### config.mk
export PLATFORM = sky130hd
export DESIGN_NAME = gtc_front
export DESIGN_NICKNAME = d
export VERILOG_FILES = /design/src/rtl/gtc_pkg.sv /design/src/rtl/gtc_front.sv
export SDC_FILE = /design/constraint.sdc
export NUM_CORES = 1
export LEC_CHECK = 0
export BUFFER_PORTS_ARGS = -buffer_cell sky130_fd_sc_hd__buf_2
export CAP_MARGIN = 20
export CORE_MARGIN = 5
export CORE_UTILIZATION = 34
export DETAILED_ROUTE_END_ITERATION = 7
export PLACE_DENSITY_LB_ADDON = 0.05
export SLEW_MARGIN = 20
export SYNTH_ARGS = -nofsm -noshare
export SYNTH_HDL_FRONTEND = slang
export SYNTH_SLANG_ARGS = --single-unit
### constraint.sdc
create_clock -name vclk -period 2.64
set_input_delay 0.264 -clock vclk [all_inputs]
set_output_delay 0.264 -clock vclk [all_outputs]
set_load 0.05 [all_outputs]
### src/rtl/gtc_pkg.sv
// ----------------------------------------------------------------------------
// gtc_pkg: shared types and constants of the glyph text console renderer
// Word formats, configuration layout, command codes and default parameters.
// ----------------------------------------------------------------------------
package gtc_pkg;

  localparam int FONT_WIDTH_DEF      = 8;
  localparam int FONT_HEIGHT_DEF     = 8;
  localparam int MAX_GLYPHS_DEF      = 256;
  localparam int BYTES_PER_PIXEL_DEF = 4;

  localparam int CELL_GAP  = 2;
  localparam int CMD_DEPTH = 2;
  localparam int OUT_DEPTH = 4;

  localparam logic [15:0] CODE_NEWLINE = 16'd10;
  localparam logic [15:0] CODE_RETURN  = 16'd13;

  localparam logic [1:0] OP_LOAD    = 2'd0;
  localparam logic [1:0] OP_NEWLINE = 2'd1;
  localparam logic [1:0] OP_RETURN  = 2'd2;
  localparam logic [1:0] OP_DRAW    = 2'd3;

  localparam logic [2:0] REG_BASE_ADDRESS = 3'd0;
  localparam logic [2:0] REG_LINE_PITCH   = 3'd1;
  localparam logic [2:0] REG_FRAME_WIDTH  = 3'd2;
  localparam logic [2:0] REG_FRAME_HEIGHT = 3'd3;
  localparam logic [2:0] REG_FG_COLOR     = 3'd4;
  localparam logic [2:0] REG_BG_COLOR     = 3'd5;
  localparam logic [2:0] REG_GLYPH_LIMIT  = 3'd6;

  typedef struct packed {
    logic        mode;
    logic [15:0] char_code;
    logic [10:0] font_index;
    logic [7:0]  font_byte;
  } in_word_t;

  typedef struct packed {
    logic [31:0] pixel_address;
    logic [31:0] pixel_value;
    logic        last_pixel;
  } out_word_t;

  typedef struct packed {
    logic [31:0] base_address;
    logic [15:0] line_pitch;
    logic [11:0] frame_width;
    logic [11:0] frame_height;
    logic [31:0] fg_color;
    logic [31:0] bg_color;
    logic [8:0]  glyph_limit;
  } cfg_t;

  typedef struct packed {
    logic [1:0]  op;
    logic [8:0]  glyph;
    logic [10:0] font_index;
    logic [7:0]  font_byte;
  } cmd_t;

  localparam cfg_t CFG_RESET = '{
    base_address: 32'd0,
    line_pitch:   16'd4096,
    frame_width:  12'd1024,
    frame_height: 12'd768,
    fg_color:     32'h00ff_ffff,
    bg_color:     32'd0,
    glyph_limit:  9'd256
  };

endpackage

### src/rtl/gtc_front.sv
// ----------------------------------------------------------------------------
// gtc_front: input classifier
// Sorts each input word into a font load, newline, carriage return or glyph
// draw, and resolves the glyph number of a draw.
// ----------------------------------------------------------------------------
module gtc_front #(
  parameter int MAX_GLYPHS = 256
) (
  input  gtc_pkg::in_word_t item,
  input  logic [8:0]        glyph_limit,
  output gtc_pkg::cmd_t     cmd
);
  import gtc_pkg::*;

  logic glyph_ok;

  assign glyph_ok = (item.char_code != 16'd0) &&
                    (item.char_code < {7'd0, glyph_limit}) &&
                    (item.char_code < 16'(MAX_GLYPHS));

  always_comb begin
    cmd.font_index = item.font_index;
    cmd.font_byte  = item.font_byte;
    cmd.glyph      = glyph_ok ? item.char_code[8:0] : 9'd0;
    if (!item.mode) begin
      cmd.op = OP_LOAD;
    end else if (item.char_code == CODE_NEWLINE) begin
      cmd.op = OP_NEWLINE;
    end else if (item.char_code == CODE_RETURN) begin
      cmd.op = OP_RETURN;
    end else begin
      cmd.op = OP_DRAW;
    end
  end

endmodule

# == Word-level counts from Yosys, hierarchy flattened ==
# Index checks and enable logic that the tools add are counted.
# word_totals
register_bits,0
in_bits,45
memories,0
out_inout_bits,30
romBits,0
mem_bits_rw,0
latch_bits,0
wordCells,11
# op_classes
bitwise_logic,0
n_div,0
add_sub_neg,0
multipliers,0
eq_ne,2
reduce_logical,3
n_mux,4
n_lt_le_gt_ge,2
n_shift,0
# ops
operator,count
16-bit by 4-bit equality test with 1-bit output (second input constant),2
16-bit by 9-bit less-than comparator with 1-bit output,1
16-bit by 9-bit less-than comparator with 1-bit output (second input constant),1
16-bit nonzero test,1
9-bit 2-to-1 mux,1
2-bit 2-to-1 mux,2
1-bit logical AND,2
1-bit 2-to-1 mux,1

# == Logic depth before layout (Yosys ltp) ==
# Gate-level depths: netlist of run 1.
# logic_depth
depth_word,4
depth_mapped,6
mapped_depth_nobuf,6

# == Least setup slack after synthesis of run 1 ==
# OpenSTA, ideal clock, no wires.
# synth_timing
path_type,input-to-output
from,input port item[32] in the netlist's numbering
to,output port cmd[19] in the netlist's numbering
required_time_ns,2.376
arrival_time_ns,1.995
setup_slack_ns,0.381
stages,4
path_buffers,0
cell_sequence,or4_4 -> nor3_4 -> nand3_1 -> a21oi_1
# synth_rtl
item,line_no,text
from (decl),gtc_front.sv:9,"input gtc_pkg::in_word_t item,"
to (decl),gtc_front.sv:11,output gtc_pkg::cmd_t cmd

==> impl_summary.txt, run 1 <==
----------------------------------------------------
[STA]
  Final-layout setup total negative slack ... 0 ps
  Final critical-path share of the clock period ... 82.5%
  Transition time at the pin with the least slew margin ... 704 ps
  Highest Clock Rate ... 459 MHz
  Final number of setup-violating endpoints ... 0
  Slew Viols, Final ... 0
  Final count of hold timing violations ... 0
  Slew margin rel. ... 52.6%
  Minimum clock period ... 2180 ps
  RSZ-0062 raised after global routing ... no

[Finish]
  Filler cell count in the final layout ... 184
  Count of clock buffers in the final design ... 0
  Seq cells ... 0
  Share of final-layout standard cells stronger than drive strength 1 ... 43.0%
  Post-layout utilization of the core ... 39.2%
  Final antenna diode count ... 0
  Final net count ... 148
  Register area ... 0 µm²
  Area grow syn2layout ... 11.1%
  Layout Cells excl Fill ... 109

[GRT]
  Busiest layer in global routing ... met2
  Maximum number of pins on one net before global-route repair ... 10
  Met3 Track Usage GR ... 5.81%
  First-pass GRT wire length ... 2.38 mm
  Met1 track utilization from global routing ... 15.2%
  Global Route met2 Usage ... 15.7%
  Via count of the first global-routing pass ... 468
  Gr ovfl total ... 0
  Antenna violations before repair ... 0
  Total track usage ... 11.1%

[Status]
  Result of the run ... completed

[Synth]
  Post-synthesis share of cell area spent on xor and xnor gates ... 0%
  Post-synth top cells ... buf_4, a21oi_1, inv_1
  Post-synth net total ... 130
  Post-Synthesis Cells ... 77
  Area share of the leading cell type in the synthesized netlist ... 28.9%
  Mean cell area of the mapped netlist ... 6.74 µm²
  Library cell with the highest instance count after synthesis ... buf_4
  Adder and majority cell fraction of the synthesized area ... 19.3%
  Synth warnings ... 0
  Synth Cell Area ... 519 µm²
  Synth Area in Compound Gates ... 20.2%
  Top cells by area in the synthesized netlist ... buf_4, ha_1, a21oi_1
  Post-synthesis simple-gate area fraction ... 24.3%
  Unique cell type count in the Yosys netlist ... 19
  Sequential element share of the synthesized area ... 0%
  Dominant cell type by area after synthesis ... buf_4
  Combinational family with the most area after synthesis ... buffers and inverters
  Portion of netlist area occupied by mux cells ... 0%

[Setup path]
  Buf+Inv Stages, Crit Path ... 2
  Sort of element at the end of the critical path ... output pin
  Slowest library cell on the worst path ... a2111oi_0
  Kind of critical path ... in -> out
  Most used cell along the critical path ... buf_2
  Crit start category ... primary input
  Data arrival time of the critical path ... 1910 ps
  CP required ... 2380 ps
  Critical-path maximum fanout ... 8
  Top delay family on crit path ... compound AO/OA/AOI/OAI gates
  Stages on the worst setup path ... 6
  Cells along the critical path ... buf_2 -> ha_1 -> a2111oi_0 -> o41ai_2 -> a21oi_1 -> buf_2
  Slowest cell delay on critical path ... 500 ps

[Power and ir drop]
  Leakage ... 0.339 nW
  Worst ir drop on vdd ... 0.0447 mV
  Sum of internal, switching and leakage power ... 0.0750 mW
  PD cells ... 130 mW/mm²

[Placed design]
  Cell total after placement ... 109
  Final Wtd Congestion ... 0.680
  Hpwl dp ... 1.31 mm
  Count of input and output buffers ... 36

[Routing]
  Average wire per standard cell ... 13.2 µm
  First-pass DRT Iterations ... 4
  Remaining antenna violation count after routing ... 0
  DRC viols ... 0
  Final routed wirelength across all metal layers ... 1.44 mm
  Via/cell ratio ... 5.07
  Number of vias after detailed routing ... 553
  Starting DRC count in detailed routing ... 15

[Hold path]
  Number of cells on the worst hold path ... 0
  Worst Hold Class ... in -> out

[Die]
  Top-Level Pins ... 75
  Effective utilization at floorplan ... 35.3%
  Die Footprint ... 0.00241 mm²
  Die boundary width ... 49.1 µm
  Num rows ... 14
  Vert. Die Dim ... 49.1 µm
  Area inside the core boundary ... 0.00147 mm²

[Clocking]
  CTS Hold Bufs ... 0
  PostCTS Resize Cnt ... 0
  Setup repair bufs after CTS ... 0

[Flow run]
  Number of max-capacitance violations reported ... 0

----------------------------------------------------
## cell usage in the layout (no fill, tap or decap), types with 3 or more instances in the layout
cell type  Yosys  routed
a21oi_1       10      10
nand2_1        4       4
ha_1           8       8
o21a_1         3       3
nand3_1        8       8
nor2_1         4       4
buf_2          0      36
inv_1          9       9
## routing by layer
| metal | wire [µm] | up-vias | part of all wire (%) |
|---|---|---|---|
| met5 | 0 | - | 0 |
| met4 | 12 | 0 | 0.83 |
| met3 | 232 | 6 | 16 |
| met2 | 622 | 37 | 43 |
| met1 | 578 | 231 | 40 |
| li1 | - | 279 | - |
## metrics by stage
stage	instance area [µm²]	worst slack, ps	hold WS [ps]
after floorplan	519	381	695
after global placement	569	171	528
after detailed placement	569	97.3	528
after CTS	569	97.8	528
after global routing	577	345	528
final	577	463	528
## power breakdown
part | total, mW | switching [mW] | internal [mW]
Combinational | 0.0750 | 0.0437 | 0.0313
Clock | 0 | 0 | 0
Sequential | 0 | 0 | 0
Total | 0.0750 | 0.0437 | 0.0313
## layout make-up
type,instances,area (µm²),share of cell area (%)
Multi-Input combinational cell,48,343,59.4
Inverter,9,33.8,5.86
Tap cell,16,20.0,3.47
Timing Repair Buffer,36,180,31.2
## final timing paths
kind     start  endpoint  slack, ps
max   item[20]   cmd[19]        460
min   item[18]   cmd[18]        530
## cells by family (layout without fill, tap and decap cells)
logic type	after synthesis	count (layout)
buf+inv	29	45
simple gates	22	22
compound gates	17	17
fa+ha+maj	8	8
other cells	1	1
(Power assumes the default switching activity.)
==> inputs of run 2 (changes only) <==
- ABC_AREA: default -> 1
- CORE_UTILIZATION: 34 -> 29
- clock period: 2.64 -> 2 ns (I/O delays scaled with it)
==> impl_summary.txt, run 2 <==
----------------------------------------------------
[Finish]
  Register area ... 0 µm²
  Post-layout utilization of the core ... 34.2%
  Final net count ... 163
  Layout Cells excl Fill ... 133
  Most common library cell in the layout ignoring fill and taps ... buf_2
  Area grow syn2layout ... 11.6%
  Commonest non-fill, non-tap cells in the layout ... buf_2, inv_1, nor2_1, nand2_1, ha_1
  Seq cells ... 0
  Count of clock buffers in the final design ... 0
  Share of final-layout standard cells stronger than drive strength 1 ... 36.1%
  Filler cell count in the final layout ... 221
  Final antenna diode count ... 0

[Synth]
  Sequential element share of the synthesized area ... 0%
  Unique cell type count in the Yosys netlist ... 16
  Library cell with the highest instance count after synthesis ... inv_1
  Post-synth top cells ... inv_1, buf_4, nand2_1, nor2_1, ha_1
  Synth Cell Area ... 529 µm²
  Top cells by area in the synthesized netlist ... buf_4, ha_1, inv_1
  Dominant cell type by area after synthesis ... buf_4
  Post-synth net total ... 145
  Synth warnings ... 0
  Post-Synthesis Cells ... 92
  Mean cell area of the mapped netlist ... 5.75 µm²
  Area share of the leading cell type in the synthesized netlist ... 28.4%

[GRT]
  Maximum number of pins on one net before global-route repair ... 9
  Gr ovfl total ... 0
  Via count of the first global-routing pass ... 486
  Total track usage ... 8.18%
  First-pass GRT wire length ... 1.87 mm
  Antenna violations before repair ... 0

[Setup path]
  Crit start category ... primary input
  CP required ... 1800 ps
  Critical-path maximum fanout ... 8
  Data arrival time of the critical path ... 1570 ps
  Kind of critical path ... in -> out
  Sort of element at the end of the critical path ... output pin

[Clocking]
  Setup repair bufs after CTS ... 0
  CTS Hold Bufs ... 0
  PostCTS Resize Cnt ... 0

[Placed design]
  Hpwl dp ... 1.13 mm
  Cell total after placement ... 133
  Final Wtd Congestion ... 0.653
  Count of input and output buffers ... 36

[STA]
  Final-layout setup total negative slack ... 0 ps
  Final critical-path share of the clock period ... 88.6%
  Slew Viols, Final ... 0
  Final count of hold timing violations ... 0
  Highest Clock Rate ... 564 MHz
  Hold Slack ... 400 ps
  Final number of setup-violating endpoints ... 0
  RSZ-0062 raised after global routing ... no
  Minimum clock period ... 1770 ps

[Die]
  Vert. Die Dim ... 52.7 µm
  Die boundary width ... 52.7 µm
  Effective utilization at floorplan ... 30.7%
  Num rows ... 15
  Top-Level Pins ... 75
  Die Footprint ... 0.00278 mm²
  Area inside the core boundary ... 0.00173 mm²

[Routing]
  DR WL met2 ... 570 µm
  Via/cell ratio ... 4.02
  Average wire per standard cell ... 8.92 µm
  Remaining antenna violation count after routing ... 0
  Number of vias after detailed routing ... 535
  Routed wl met3 ... 150 µm
  First-pass DRT Iterations ... 3
  DRC viols ... 0
  Routed met1 length ... 462 µm
  Top layer used by detailed routing ... met4
  Starting DRC count in detailed routing ... 4
  Final routed wirelength across all metal layers ... 1.19 mm

[Hold path]
  Worst Hold Class ... in -> out
  Worst hold path endpoint ... cmd[9]
  Beginning of the worst hold path ... item[9]
  Number of cells on the worst hold path ... 0

[Power and ir drop]
  Worst ir drop on vdd ... 0.0423 mV
  PD cells ... 155 mW/mm²
  Leakage ... 0.414 nW

[Status]
  Result of the run ... completed

[Flow run]
  Number of max-capacitance violations reported ... 0

----------------------------------------------------
[run 2: cell types whose count changed after synthesis, sizes merged, moves of 2 or more]
cell	delta
nand2	+9
nor2	+9
o21a	-3
nand4	+2
inv	+12
a21oi	-6
nor3	+3
nand3	-6
[run 2: layout make-up]
cell class / instances / area (µm²) / share of cell area [%]
timing repair buffer: 36 / 180 / 30.5
tap: 25 / 31.3 / 5.30
multi-input combinational: 51 / 300 / 50.8
inverter: 21 / 78.8 / 13.3
[run 2: critical path: stages]
cell	delay, ps
buf_2	110
ha_1	290
a21oi_1	160
nor2_1	50
nor3_1	130
nand2_1	70
nand2_1	70
nand2_2	100
nor2_1	120
buf_2	270
[run 2: routing by layer]
layer,vias to the layer above,track usage [%]
met5,-,0
met2,31,14.3
met1,211,10.3
met3,2,1.99
met4,0,0.851
li1,291,-
[run 2: cell families after synthesis]
| family | count (synthesis) | share of synthesized area (%) |
|---|---|---|
| fa+ha+maj | 8 | 18.9 |
| compound gates | 5 | 5.20 |
| buf+inv | 41 | 43.3 |
| other cells | 1 | 0.709 |
| simple gates | 37 | 31.9 |
[run 2: worst max-delay path by stage]
stage                        start      end  slack (ps)  cells after the start
finish                    item[24]  cmd[26]         230                     10
global route              item[24]  cmd[24]           6                     10
CTS                       item[24]  cmd[26]         190                     10
detailed placement        item[24]  cmd[26]         190                     10
global placement          item[24]  cmd[26]         240                     10
floorplan           glyph_limit[5]  cmd[19]         130                      9
[run 2: report_power, final]
part	internal, mW	switching [mW]
combinational	0.0398	0.0517
clock	0	0
sequential	0	0
[run 2: through the flow]
step	instance area, µm²	setup slack, ps	power (mW)
finish	591	228	0.0915
detailed placement	591	191	0.0935
global placement	591	243	0.0926
CTS	591	186	0.0937
floorplan	529	133	0.158
global route	591	6.45	0.107
==> inputs of run 3 (changes only) <==
- ABC_AREA: 1 -> default
==> impl_summary.txt, run 3 (synthesized netlist as in run 1, its figures left out) <==
----------------------------------------------------
[Status]
  Result of the run ... completed

[Routing]
  Remaining antenna violation count after routing ... 0
  Number of vias after detailed routing ... 558
  Starting DRC count in detailed routing ... 3
  Via/cell ratio ... 4.43
  Average wire per standard cell ... 11.3 µm
  First-pass DRT Iterations ... 3
  DRC viols ... 0
  Final routed wirelength across all metal layers ... 1.42 mm

[STA]
  Final count of hold timing violations ... 0
  Final critical-path share of the clock period ... 93.8%
  Slew Viols, Final ... 0
  PnR worst setup slack ... 125 ps
  Minimum clock period ... 1880 ps
  Final number of setup-violating endpoints ... 0
  Highest Clock Rate ... 533 MHz
  RSZ-0062 raised after global routing ... no

[Setup path]
  Crit start category ... primary input
  Sort of element at the end of the critical path ... output pin
  Data arrival time of the critical path ... 1680 ps
  Kind of critical path ... in -> out
  CP required ... 1800 ps
  Most used cell along the critical path ... buf_2
  Cells along the critical path ... buf_2 -> or4_4 -> nor3_4 -> buf_4 -> nand3_1 -> a21oi_2 -> buf_2
  Slowest library cell on the worst path ... or4_4
  Critical-path maximum fanout ... 5
  Slowest cell delay on critical path ... 530 ps

[Die]
  Num rows ... 15
  Die Footprint ... 0.00274 mm²
  Effective utilization at floorplan ... 30.4%
  Vert. Die Dim ... 52.3 µm
  Die boundary width ... 52.3 µm
  Top-Level Pins ... 75
  Area inside the core boundary ... 0.00171 mm²

[GRT]
  Gr ovfl total ... 0
  Antenna violations before repair ... 0
  First-pass GRT wire length ... 2.15 mm
  Via count of the first global-routing pass ... 495
  Total track usage ... 9.67%
  Maximum number of pins on one net before global-route repair ... 9

[Power and ir drop]
  PD cells ... 170 mW/mm²
  Leakage ... 0.379 nW
  Worst ir drop on vdd ... 0.0641 mV
  Sum of internal, switching and leakage power ... 0.115 mW

[Placed design]
  Hpwl dp ... 1.24 mm
  Cell total after placement ... 126
  Final Wtd Congestion ... 0.731
  Pre-CTS worst setup slack ... 19.9 ps
  Count of input and output buffers ... 36

[Hold path]
  Worst Hold Class ... in -> out

[Finish]
  Layout Cells excl Fill ... 126
  Most common library cell in the layout ignoring fill and taps ... buf_2
  Final net count ... 156
  Count of clock buffers in the final design ... 0
  Area grow syn2layout ... 30.1%
  Commonest non-fill, non-tap cells in the layout ... buf_2, buf_4, inv_1, a21oi_1
  Filler cell count in the final layout ... 201
  Final antenna diode count ... 0
  Seq cells ... 0
  Register area ... 0 µm²
  Share of final-layout standard cells stronger than drive strength 1 ... 49.5%

[Flow run]
  Number of max-capacitance violations reported ... 0

[Clocking]
  Setup repair bufs after CTS ... 0

----------------------------------------------------
run 3: final cells by class:
class | count | area, µm² | area share [%]
tap | 25 | 31.3 | 4.63
timing repair buffer | 44 | 258 | 38.1
inverter | 9 | 33.8 | 5.00
multi-input combinational | 48 | 353 | 52.2
run 3: repair_timing:
item                       4_1_cts  5_1_grt
hold buffers                     0        0
gates resized for setup          0       14
setup endpoints to repair        0        8
run 3: per-stage QoR:
step                      TNS (ps)  cell area (µm²)  hold WS, ps  util (%)
after detailed placement         0              652          400      38.2
final                            0              676          400      39.6
after CTS                        0              652          400      38.2
after global routing             0              676          400      39.6
after global placement       -29.2              652          400      38.2
after floorplan               -916              531          567         -
run 3: per-layer routing:
metal / routed length, µm / vias up / GRT usage (%)
met5: 0 / - / 0
met4: 0 / 0 / 0.426
met3: 173 / 0 / 3.13
met2: 615 / 28 / 15.3
met1: 630 / 235 / 13.3
li1: - / 295 / -
run 3: final timing paths:
path / from / end / cells past startpoint / slack (ps)
setup / recovery: item[32] / cmd[20] / 7 / 120
hold / removal: item[13] / cmd[13] / 0 / 400
run 3: where the power goes:
group          total [mW]  internal (mW)  switching (mW)  leakage, nW
logic               0.115         0.0529          0.0621        0.379
clock network           0              0               0            0
registers               0              0               0            0
total               0.115         0.0529          0.0621        0.379
run 3: critical path: cells and delay by family:
kind            cells  cell delay [ps]
compound gates      1               90
simple gates        3              840
buf+inv             3              540
