==> src/rtl/gtc_fifo.sv <==
// ----------------------------------------------------------------------------
// gtc_fifo: small register queue
// Holds DEPTH words of WIDTH bits; the oldest word is shown while not empty.
// ----------------------------------------------------------------------------
module gtc_fifo #(
  parameter int WIDTH = 8,
  parameter int DEPTH = 2
) (
  input  logic             clk,
  input  logic             rst,
  input  logic             push,
  input  logic [WIDTH-1:0] wdata,
  output logic             full,
  input  logic             pop,
  output logic [WIDTH-1:0] rdata,
  output logic             empty
);

  localparam int PW = (DEPTH > 1) ? $clog2(DEPTH) : 1;
  localparam int NW = $clog2(DEPTH + 1);

  logic [WIDTH-1:0] slots [DEPTH];
  logic [PW-1:0]    wptr;
  logic [PW-1:0]    rptr;
  logic [NW-1:0]    count;
  logic             do_push;
  logic             do_pop;

  assign full    = (count == NW'(DEPTH));
  assign empty   = (count == '0);
  assign do_push = push && !full;
  assign do_pop  = pop && !empty;
  assign rdata   = slots[rptr];

  always_ff @(posedge clk) begin
    if (rst) begin
      wptr  <= '0;
      rptr  <= '0;
      count <= '0;
    end else begin
      if (do_push) begin
        wptr <= (wptr == PW'(DEPTH - 1)) ? '0 : wptr + PW'(1);
      end
      if (do_pop) begin
        rptr <= (rptr == PW'(DEPTH - 1)) ? '0 : rptr + PW'(1);
      end
      if (do_push && !do_pop) begin
        count <= count + NW'(1);
      end else if (do_pop && !do_push) begin
        count <= count - NW'(1);
      end
    end
  end

  always_ff @(posedge clk) begin
    if (do_push) begin
      slots[wptr] <= wdata;
    end
  end

endmodule

==> config.mk <==
export PLATFORM = sky130hd
export DESIGN_NAME = gtc_fifo
export DESIGN_NICKNAME = d
export VERILOG_FILES = /design/src/rtl/gtc_fifo.sv
export SDC_FILE = /design/constraint.sdc
export NUM_CORES = 1
export LEC_CHECK = 0
export BUFFER_PORTS_ARGS = -buffer_cell sky130_fd_sc_hd__buf_2
export CORE_MARGIN = 10
export CORE_UTILIZATION = 44
export DETAILED_ROUTE_END_ITERATION = 8
export HOLD_SLACK_MARGIN = 0.03
export PLACE_DENSITY = 0.68
export SYNTH_ARGS = -nofsm -noshare
export SYNTH_HDL_FRONTEND = slang
export SYNTH_SLANG_ARGS = --single-unit
==> constraint.sdc <==
create_clock -name clk -period 1.4 [get_ports clk]
set_input_delay 0.21 -clock clk [delete_from_list [all_inputs] [get_ports clk]]
set_output_delay 0.21 -clock clk [all_outputs]
set_load 0.005 [all_outputs]
# ---- After elaboration in Yosys (flattened, before gate mapping)
# Memory sizes are Yosys's and may differ from the RTL's. A register that Yosys moved wholly into a read port is not among the register bits.
# Index checks and enable logic that the tools add are counted.
dict set report word_totals {
  ff_bits 4
  ram_bits 16
  out_inout_bits 10
  elab_cells 27
  memories 1
}
# memory depth word_bits rd rd_ports_with_merged_regs write_ports line
set memory_table {}
lappend memory_table {slots 2 8 1 1 1 22} ;# logic [WIDTH-1:0] slots [DEPTH];
dict set report op_classes {
  addsub 4
  n_eq_ne 1
  n_mux 8
  reduce_logical 10
}
# op n
set ops {}
lappend ops {{2-to-1 mux 1 bit} 6}
lappend ops {{logical AND 1 bit} 4}
lappend ops {{zero test 1 bit} 4}
lappend ops {{2-to-1 mux 2 bit} 2}
lappend ops {{adder 1 bit, second input constant} 2}
lappend ops {{adder 2 x 1 -> 2 bit, second input constant} 1}
lappend ops {{equality test 2 bit, second input constant} 1}
lappend ops {{zero test 2 bit} 1}
lappend ops {{nonzero test 2 bit} 1}
lappend ops {{subtractor 2 x 1 -> 2 bit, second input constant} 1}

# ---- Depth between registers and ports, before layout
# Gate-level depths: netlist (run 1).
dict set report logic_depth {
  word_depth 7
  ltp_mapped 6
  mapped_depth_nobuf 6
}

# ---- Least setup slack after synthesis (run 1)
# OpenSTA, ideal clock, no wires.
dict set report synth_path {
  path_type {flip-flop to flip-flop}
  from {register count[0]}
  to {register count[1]}
  arrival_time_ns 1.386
  path_slack_ns -0.055
  path_stages_with_launch 5
  cell_sequence {dfxtp_1 -> o21ai_0 -> ha_1 -> or3_1 -> a21oi_1}
}
dict set report synth_via {
  elab_chain_len 6
  word_cells_on_any_way 15
  classes_between {2 x add/sub; 1 x eq/ne; 2 x mux; 10 x reduce/logical}
}
# element line
set synth_lines {}
lappend synth_lines {{from (decl)} 25} ;# logic [NW-1:0] count;
lappend synth_lines {{from (signal assigned)} 48} ;# count <= count + NW'(1);
lappend synth_lines {{from (signal assigned)} 50} ;# count <= count - NW'(1);
lappend synth_lines {{equality test 2 bit or zero test 2 bit (tied branches)} {29, 30}}
lappend synth_lines {{zero test 1 bit (on tied branches)} {31, 32}}
lappend synth_lines {{logical AND 1 bit (on tied branches)} {31, 32}}
lappend synth_lines {{zero test 1 bit (on tied branches)} {49, 47}}
lappend synth_lines {{logical AND 1 bit (on tied branches)} {49, 47}}
lappend synth_lines {{nonzero test 2 bit (no source line) or 2-to-1 mux 2 bit (tied branches)} n/a}
# Parallel ways exist; a longest one is shown, timed or not. The select of a mux whose other input is x is not followed.
# A chain may end at the register's enable or synchronous reset.

==> flow_metrics.env, run 1 <==
export IMPL_multi_input_comb_area_um2=247.7
export IMPL_synthTopCellsByArea="edfxtp_1 (61%), dfxtp_1 (13%), mux2_2 (11%)"
export IMPL_synth_cells=50
export IMPL_antenna_found_initial=0
export IMPL_violations="setup timing"
export IMPL_power_share_switching_pct=28.49
export IMPL_nNetsFinal=95
export IMPL_placementRows=15
export IMPL_root_buffer="clkbuf_4"
export IMPL_powerDensity_nw_per_um2=1765
export IMPL_yosys_warnings=0
export IMPL_worstMarginPinSlew_ns=0.1850
export IMPL_synth_top_cell_by_area="edfxtp_1"
export IMPL_cpPeakStageDelay_ns=0.36
export IMPL_final_common_cell="edfxtp_1"
export IMPL_io_buffer_count=21
export IMPL_vias_per_cell=4.642
export IMPL_die_h_um=62.46
export IMPL_clk_pin_slew_ns=0.11
export IMPL_path_cells="buf_6 -> mux2_4 -> buf_6"
export IMPL_ys_seq_area_share_pct=73.19
export IMPL_fin_worst_skew_ns=0.002824
export IMPL_cts_made_buffers=3
export IMPL_grt_pass1_wl_mm=2.670
export IMPL_postSynthAreaPerCell_um2=15.87
export IMPL_worst_setup_path_type="reg2out"
export IMPL_fin_crit_ns=1.429
export IMPL_synthDominantCellAreaShare_pct=60.57
export IMPL_wirelength_mm=1.525
export IMPL_syn_to_final_growth_pct=40.69
export IMPL_die_w_um=62.46
export IMPL_drive_gt1_share_pct=60.49
export IMPL_clock_latency_ns=0.30
export IMPL_finalWeightedCongestion=0.6531
export IMPL_cp_end_kind="output port"
export IMPL_htreeDepth=1
export IMPL_combPwrFrac_pct=41.7
export IMPL_p_sw_mw=0.5612
export IMPL_start_util_pct=45.94
export IMPL_cp_slowest_cell="dfxtp_2"
export IMPL_cts_tree="done"
export IMPL_p_leak_nw=0.4638
export IMPL_clock_sinks=21
export IMPL_diodes=0
export IMPL_rsz0062_at_grt="yes"
export IMPL_grt_overflow=0
export IMPL_grt_max_degree=13
export IMPL_worstPathMaxFanout=5
export IMPL_syn_cell_area_um2=793.3
export IMPL_slew_viol_final=0
export IMPL_cp_required_ns=1.19
export IMPL_hp_class="in2reg"
export IMPL_grt_pass1_vias=547
export IMPL_grt_usage_pct=8.501
export IMPL_cp_common_cell="buf_6"
export IMPL_pwr_share_clk_pct=14.4
export IMPL_slew_headroom_pct=87.62
export IMPL_first_iter_violations=23
export IMPL_maxCapViolCount=0
export IMPL_dieArea_um2=3901
export IMPL_ir_drop_uv=952.1
export IMPL_ant_nets=0
export IMPL_worstPathArrival_ns=1.22
export IMPL_ys_seq_elements=21
export IMPL_clockBufferDepth=2
export IMPL_vias=492
export IMPL_final_util_pct=64.64
export IMPL_status="finished, violations left"
export IMPL_fmax_mhz=699.9
export IMPL_ff_latch_area_um2=586.8
export IMPL_timing_final_ws_setup_ns=-0.02875
export IMPL_dp_final_hpwl_mm=1.033
export IMPL_drc_errors=0
export IMPL_post_route_period_util_pct=102.1
export IMPL_synth_nets=63
export IMPL_io_pins=22
export IMPL_drt_pass1_iter_count=4
export IMPL_avgRoutedWirePerCell_um=14.39
export IMPL_core_um2=1727
export IMPL_worstSetupStartpointType="flop"
export IMPL_ys_types=13
export IMPL_num_fill_cells=138
export IMPL_power_internal_mw=1.408
export IMPL_pwr_share_seq_pct=44.0
export IMPL_total_power_mw=1.970
export IMPL_layout_common_cells="edfxtp_1 (16), buf_2 (13), buf_6 (10)"
export IMPL_hold_viol_final=0
export IMPL_setup_violations=6
worst max-delay path: cells and delay by family (launching register included):
kind	cells	cell delay (ns)
buf+inv	2	0.25
flops	1	0.36
mux	1	0.31
per-stage QoR:
stage,instance area [µm²],TNS (ns),hold WS [ns],setup WS (ns),std cells
after floorplan,800.8,0,0.2717,0.005861,50
after global placement,977.2,-0.004942,0.3994,-0.004942,101
after detailed placement,977.2,-0.03172,0.4016,-0.03172,101
after CTS,1109,-0.1750,0.08671,-0.03462,106
after global routing,1116,-0.5899,0.07939,-0.08286,106
final,1116,-0.1341,0.09212,-0.02875,106
power groups by stage:
stage / clock, mW / combinational [mW] / sequential, mW
global placement: 0 / 0.581 / 0.867
CTS: 0.287 / 0.808 / 0.860
global route: 0.316 / 0.912 / 0.880
detailed placement: 0 / 0.601 / 0.871
finish: 0.283 / 0.821 / 0.866
floorplan: 0 / 0.335 / 0.860
routing by layer:
layer | global-route usage (%) | part of all wire [%] | vias to the layer above
met2 | 14.87 | 54 | 20
met4 | 3.352 | 0 | 0
met1 | 9.157 | 38 | 229
met3 | 2.867 | 7.9 | 0
li1 | - | - | 243
met5 | 0 | 0 | -
sequential cells by signal, summed over array words and instances, names as in the netlist, named ones only:
register / flops
slots: 16
count: 2
wptr: 1
rptr: 1
final timing paths:
check	from	to	slack [ns]	depth (start not counted)
setup / recovery	flop	rdata[3]	-0.03	3
setup reg to reg	count[1]$_SDFFE_PP0P_	count[1]$_SDFFE_PP0P_	-0.01	5
hold / removal	wdata[5]	slots[1][5]$_DFFE_PP_	0.09	1
hold reg to reg	wptr$_SDFFE_PP0N_	wptr$_SDFFE_PP0N_	0.50	2
synth_stat cells:
library cell / instances
nor2_1: 5
inv_1: 2
edfxtp_1: 16
dfxtp_1: 5
xor2_1: 3
mux2_2: 8
ha_1: 1
a21oi_1: 2
nor2b_2: 1
o21ai_0: 3
and2_1: 1
or3_1: 2
buf_2: 1
cell type report:
class,count,share of cell area [%]
sequential,21,52.58
tap,25,2.803
clock inverter,1,0.4484
multi-input combinational,26,22.20
clock buffer,3,2.018
inverter,2,0.6726
timing repair buffer,28,19.28
kinds of logic (layout without fill, tap and decap cells):
| family | count (synthesis) | in the layout | share of synthesized area, % |
|---|---|---|---|
| xor gates and xnor gates | 3 | 3 | 3.313 |
| AOI/OAI and AO/OA | 5 | 5 | 3.154 |
| buffers and inverters | 3 | 34 | 1.577 |
| and+or+nand+nor | 9 | 9 | 5.837 |
| DFF | 21 | 21 | 73.19 |
| muxes | 8 | 8 | 11.36 |
| adders and majority gates | 1 | 1 | 1.577 |
timing repair:
action	in CTS	in global routing
resized for setup	22	4
pin swaps	2	0
endpoints found under the hold margin	0	0
setup buffers	1	0
setup endpoints to repair	9	17
gates cloned	0	0
hold buffers	0	0
Note: power is estimated with default switching activity, not from simulation.
==> run 2: changes to the inputs <==
--- a/config.mk
+++ b/config.mk
@@ -6,11 +6,13 @@
 export NUM_CORES = 1
 export LEC_CHECK = 0
 export BUFFER_PORTS_ARGS = -buffer_cell sky130_fd_sc_hd__buf_2
+export CORE_ASPECT_RATIO = 1.5
 export CORE_MARGIN = 10
-export CORE_UTILIZATION = 44
+export CORE_UTILIZATION = 30
 export DETAILED_ROUTE_END_ITERATION = 8
 export HOLD_SLACK_MARGIN = 0.03
-export PLACE_DENSITY = 0.68
+export PLACE_DENSITY = 0.49
+export SKIP_LAST_GASP = 1
 export SYNTH_ARGS = -nofsm -noshare
 export SYNTH_HDL_FRONTEND = slang
 export SYNTH_SLANG_ARGS = --single-unit
==> run 2 against run 1 <==
Against the previous run:
- the flow now finishes without violations
- sequential power grew 2%
- design area is 4.3% lower
- largest power group unchanged
- non-clock buffer count grew 1
- via count increased by 3.0%
- critical endpoint is now rdata[0]
- die area up 32%
- combinational power down 19%
- highest routed layer is now met4
==> flow_metrics.env, run 2 (synthesized netlist as in run 1, its figures left out) <==
export IMPL_num_fill_cells=241
export IMPL_finalWeightedCongestion=0.7200
export IMPL_clk_pin_slew_ns=0.10
export IMPL_die_w_um=61.99
export IMPL_core_um2=2505
export IMPL_clock_latency_ns=0.29
export IMPL_clock_sinks=21
export IMPL_root_buffer="clkbuf_4"
export IMPL_largest_reg_flops=16
export IMPL_regMostFlops="slots"
export IMPL_first_iter_violations=10
export IMPL_top_regs="slots: 16 flops, count: 2 flops"
export IMPL_grt_max_degree=12
export IMPL_worstPathArrival_ns=1.19
export IMPL_ant_nets=0
export IMPL_clockBufferDepth=2
export IMPL_die_h_um=82.98
export IMPL_maxCapViolCount=0
export IMPL_dp_final_hpwl_mm=1.107
export IMPL_syn_to_final_growth_pct=34.70
export IMPL_post_route_period_util_pct=99.91
export IMPL_grt_pass1_wl_mm=2.339
export IMPL_fin_worst_skew_ns=0.003471
export IMPL_start_util_pct=31.67
export IMPL_worstSetupStartpointType="flop"
export IMPL_vias_per_cell=4.297
export IMPL_final_util_pct=42.66
export IMPL_worst_setup_path_type="reg2out"
export IMPL_rsz0062_at_grt="yes"
export IMPL_final_common_cell="buf_2"
export IMPL_drt_pass1_iter_count=2
export IMPL_diodes=0
export IMPL_io_buffer_count=21
export IMPL_placementRows=22
export IMPL_grt_pass1_vias=552
export IMPL_hp_class="in2reg"
export IMPL_avgRoutedWirePerCell_um=12.32
export IMPL_cp_end_kind="output port"
export IMPL_io_pins=22
export IMPL_dieArea_um2=5144
export IMPL_worstMarginPinSlew_ns=0.1763
export IMPL_drc_errors=0
export IMPL_vias=507
export IMPL_htreeDepth=1
export IMPL_ff_latch_area_um2=586.8
export IMPL_hold_viol_final=0
export IMPL_fmax_mhz=714.9
export IMPL_nNetsFinal=96
export IMPL_dpl_worst_slack_ns=-0.03865
export IMPL_fin_crit_ns=1.399
export IMPL_antenna_found_initial=0
export IMPL_slew_headroom_pct=88.21
export IMPL_slew_viol_final=0
export IMPL_worstPathMaxFanout=8
export IMPL_wirelength_mm=1.454
export IMPL_multi_input_comb_area_um2=219.0
export IMPL_layout_common_cells="buf_2 (20), edfxtp_1 (16), mux2_2 (7), buf_4 (7), nor2_1 (4)"
export IMPL_grt_usage_pct=6.191
export IMPL_grt_overflow=0
export IMPL_p_leak_nw=0.4321
export IMPL_ir_drop_uv=746.7
export IMPL_powerDensity_nw_per_um2=1700
export IMPL_status="complete, no violations"
export IMPL_timing_final_ws_setup_ns=0.001289
export IMPL_cts_made_buffers=3
export IMPL_setup_violations=0
export IMPL_drive_gt1_share_pct=56.10
export IMPL_cts_tree="done"
export IMPL_cp_required_ns=1.19
-- run 2: final timing paths --
check / end / cells after the start / slack (ns) / from
worst min-delay path: slots[1][5]$_DFFE_PP_ / 1 / 0.10 / wdata[5]
worst max-delay path: rdata[0] / 2 / 0.001 / flop
worst max register to register: count[1]$_SDFFE_PP0P_ / 6 / 0.01 / count[1]$_SDFFE_PP0P_
worst min register to register: wptr$_SDFFE_PP0N_ / 2 / 0.50 / wptr$_SDFFE_PP0N_
-- run 2: stage by stage --
stage | std cells | TNS [ns] | power (mW) | instance area (µm²) | hold slack [ns]
after floorplan | 50 | 0 | 1.195 | 800.8 | 0.2717
after global placement | 111 | 0 | 1.464 | 996.0 | 0.3987
after detailed placement | 111 | -0.03865 | 1.473 | 996.0 | 0.4021
after CTS | 117 | -0.1546 | 1.797 | 1044 | 0.08974
after global routing | 118 | -0.5455 | 1.966 | 1069 | 0.07803
final | 118 | 0 | 1.817 | 1069 | 0.1037
-- run 2: layout make-up --
| class | count | area share (%) |
|---|---|---|
| clock buffer | 4 | 2.459 |
| sequential | 21 | 54.92 |
| inverter | 2 | 0.7026 |
| tap | 36 | 4.215 |
| timing repair buffer | 29 | 17.21 |
| multi-input combinational | 26 | 20.49 |
-- run 2: critical path: stages, from the launching register on --
cell and delay (ns):
dfxtp_4 0.43, mux2_2 0.35, buf_2 0.13
-- run 2: metal layers --
metal / share of wire [%] / routed length [µm] / global-route usage, %
met5: 0 / 0 / 0
met4: 1.4 / 21 / 4.268
met3: 7.6 / 111 / 2.591
met2: 55 / 803 / 10.73
met1: 35 / 516 / 5.254
-- run 2: power by group --
| group | leakage (nW) | switching [mW] | internal [mW] | total, mW |
|---|---|---|---|---|
| sequential | 0.192 | 0.0750 | 0.807 | 0.882 |
| clock | 0.0150 | 0.158 | 0.111 | 0.268 |
| combinational | 0.225 | 0.269 | 0.398 | 0.666 |
| total | 0.432 | 0.501 | 1.32 | 1.82 |
-- run 2: what timing repair did --
action | 4_1_cts | 5_1_grt
pin swaps | 3 | 0
buffers inserted | 2 | 1
gates resized for setup | 3 | 3
endpoints found under the setup margin | 9 | 10
hold buffers | 0 | 0
==> run 3: changes to the inputs <==
--- a/config.mk
+++ b/config.mk
@@ -7,7 +7,7 @@
 export LEC_CHECK = 0
 export BUFFER_PORTS_ARGS = -buffer_cell sky130_fd_sc_hd__buf_2
 export CORE_ASPECT_RATIO = 1.5
-export CORE_MARGIN = 10
+export CORE_MARGIN = 2
 export CORE_UTILIZATION = 30
 export DETAILED_ROUTE_END_ITERATION = 8
 export HOLD_SLACK_MARGIN = 0.03
==> run 3 against run 2 <==
Against the previous run:
- the run now ends with setup timing left
- clock power is 5% higher
- largest cell class unchanged
- non-clock buffer count stayed put
- maximum frequency is 2.0% lower
- sequential share of layout area is 3.5 points lower
- critical path depth is 3 higher
- register-to-register slack worse by 0.04 ns
- critical endpoint is now slots[0][3]$_DFFE_PP_
- first-iteration DRC count is 70% higher
- largest power group unchanged
- routed wire length is 4.1% lower
- die area is 40% lower
- clock skew is 0.0015 ns higher
- count of clock-buffer cells in the layout stayed put
- sequential cell count stayed put
==> flow_metrics.env, run 3 (synthesized netlist as in run 1, its figures left out) <==
export IMPL_dp_final_hpwl_um=966.7
export IMPL_use_met3_pct=3.252
export IMPL_rsz0062_at_grt="yes"
export IMPL_ant_nets=0
export IMPL_slew_viol_final=0
export IMPL_powerDensity_nw_per_um2=1776
export IMPL_grt_overflow=0
export IMPL_worstHoldStart="wdata[4]"
export IMPL_drc_errors=0
export IMPL_placementRows=22
export IMPL_syn_to_final_growth_pct=43.85
export IMPL_core_um2=2477
export IMPL_violations="setup timing"
export IMPL_whs_path_depth=1
export IMPL_worstMarginPinSlew_ns=0.2043
export IMPL_die_w_um=45.99
export IMPL_hold_viol_final=0
export IMPL_nNetsFinal=96
export IMPL_worst_setup_path_type="reg2reg"
export IMPL_stdcell_area_um2=1141
export IMPL_top_usage_layer="met2"
export IMPL_dpl_cell_area_um2=988.4
export IMPL_worstPathArrival_ns=1.45
export IMPL_met2_usage_pct=18.58
export IMPL_p_leak_nw=0.4705
export IMPL_grt_max_degree=12
export IMPL_holdPathEnd="slots[1][4]$_DFFE_PP_"
export IMPL_timing_final_ws_setup_ns=-0.02662
export IMPL_fin_worst_skew_ns=0.004942
export IMPL_post_route_period_util_pct=101.9
export IMPL_cp_required_ns=1.42
export IMPL_ir_drop_uv=933.9
export IMPL_grt_pass1_wl_mm=2.339
export IMPL_cts_tree="done"
export IMPL_timing_rr_end="slots[0][3]$_DFFE_PP_"
export IMPL_io_buffer_count=21
export IMPL_pwr_share_seq_pct=43.3
export IMPL_drt_pass1_iter_count=4
export IMPL_grt_usage_pct=11.08
export IMPL_cts_made_buffers=3
export IMPL_avgRoutedWirePerCell_um=13.15
export IMPL_worstPathMaxFanout=4
export IMPL_maxCapViolCount=0
export IMPL_layout_common_cells="edfxtp_1 (16), buf_2 (13), mux2_4 (8), buf_6 (8), buf_4 (7)"
export IMPL_largest_reg_flops=16
export IMPL_pwr_share_clk_pct=13.9
export IMPL_cp_end_kind="flop"
export IMPL_grt_pass1_vias=557
export IMPL_hp_class="in2reg"
export IMPL_dieArea_um2=3080
export IMPL_fmax_mhz=701.0
export IMPL_slew_headroom_pct=86.34
export IMPL_clock_sinks=21
export IMPL_dpl_worst_slack_ns=-0.04566
export IMPL_power_share_switching_pct=27.88
export IMPL_wirelength_mm=1.394
export IMPL_combPwrFrac_pct=42.8
export IMPL_final_common_cell="edfxtp_1"
export IMPL_clockBufferDepth=2
export IMPL_htreeDepth=1
export IMPL_r2r_slack_ns=-0.03
export IMPL_regMostFlops="slots"
export IMPL_start_util_pct=32.02
export IMPL_use_met1_pct=11.19
export IMPL_r2r_start="count[1]$_SDFFE_PP0P_"
export IMPL_die_h_um=66.98
export IMPL_ctsHoldBuffers=0
export IMPL_status="finished, violations left"
export IMPL_antenna_found_initial=0
export IMPL_top_regs="slots: 16 flops, count: 2 flops"
export IMPL_holdWs_ns=0.09320
export IMPL_power_internal_mw=1.462
export IMPL_worstSetupStartpointType="flop"
export IMPL_vias_per_cell=4.755
export IMPL_clock_latency_ns=0.29
export IMPL_first_iter_violations=17
export IMPL_fin_crit_ns=1.427
export IMPL_finalWeightedCongestion=0.6333
export IMPL_io_pins=22
export IMPL_p_sw_mw=0.5651
export IMPL_drive_gt1_share_pct=60.98
export IMPL_vias=504
export IMPL_diodes=0
export IMPL_r2r_cells=5
export IMPL_clk_pin_slew_ns=0.11
export IMPL_root_buffer="clkbuf_4"
export IMPL_setup_violations=17
[run 3: area by class of cell]
| type | instances | area (µm²) |
|---|---|---|
| Fill cell | 247 | 1336 |
| Sequential cell | 21 | 586.8 |
| Multi-Input combinational cell | 26 | 262.8 |
| Timing Repair Buffer | 29 | 227.7 |
| Tap cell | 24 | 30.03 |
| Clock buffer | 4 | 26.28 |
| Inverter | 2 | 7.507 |
[run 3: worst max-delay path by stage]
stage,start,to,slack [ns],cells after the start
after floorplan,count[1]$_SDFFE_PP0P_,count[1]$_SDFFE_PP0P_,0.006,5
after global placement,count[0]$_SDFFE_PP0P_,count[1]$_SDFFE_PP0P_,0.02,4
after detailed placement,count[1]$_SDFFE_PP0P_,count[1]$_SDFFE_PP0P_,-0.05,6
after CTS,flop,rdata[5],-0.03,3
after global routing,flop,rdata[2],-0.06,3
final,count[1]$_SDFFE_PP0P_,slots[0][3]$_DFFE_PP_,-0.03,5
[run 3: routing by layer]
metal  wire (µm)  part of all wire (%)
met5           0                     0
met3          89                   6.4
met4          19                   1.4
met1         531                    38
met2         753                    54
[run 3: timing repair]
item                       4_1_cts  5_1_grt
setup buffers                    2        0
cloned                           0        0
setup endpoints to repair        9       17
resized for setup               19        6
pin swaps                        1        1
[run 3: critical path, cell delays in order, from the launching register on]
cell and delay, ns:
dfxtp_2 0.35, nor2b_4 0.13, buf_4 0.13, or3_1 0.34
inv_2 0.07, buf_4 0.13
[run 3: through the flow]
step                instances  power, mW  utilization, %  setup TNS [ns]
global placement          100      1.462           39.90               0
floorplan                  50      1.195               -               0
global route              106      2.161           46.06          -1.006
finish                    106      2.027           46.06         -0.2262
detailed placement        100      1.486           39.90        -0.04566
CTS                       106      1.976           44.95         -0.4608
[run 3: power by group through the flow]
stage	Sequential [mW]	Combinational [mW]	Clock (mW)
2_1_floorplan	0.860	0.335	0
3_3_place_gp	0.874	0.589	0
3_5_place_dp	0.883	0.603	0
4_1_cts	0.878	0.800	0.298
5_1_grt	0.890	0.950	0.321
6_report	0.878	0.867	0.282
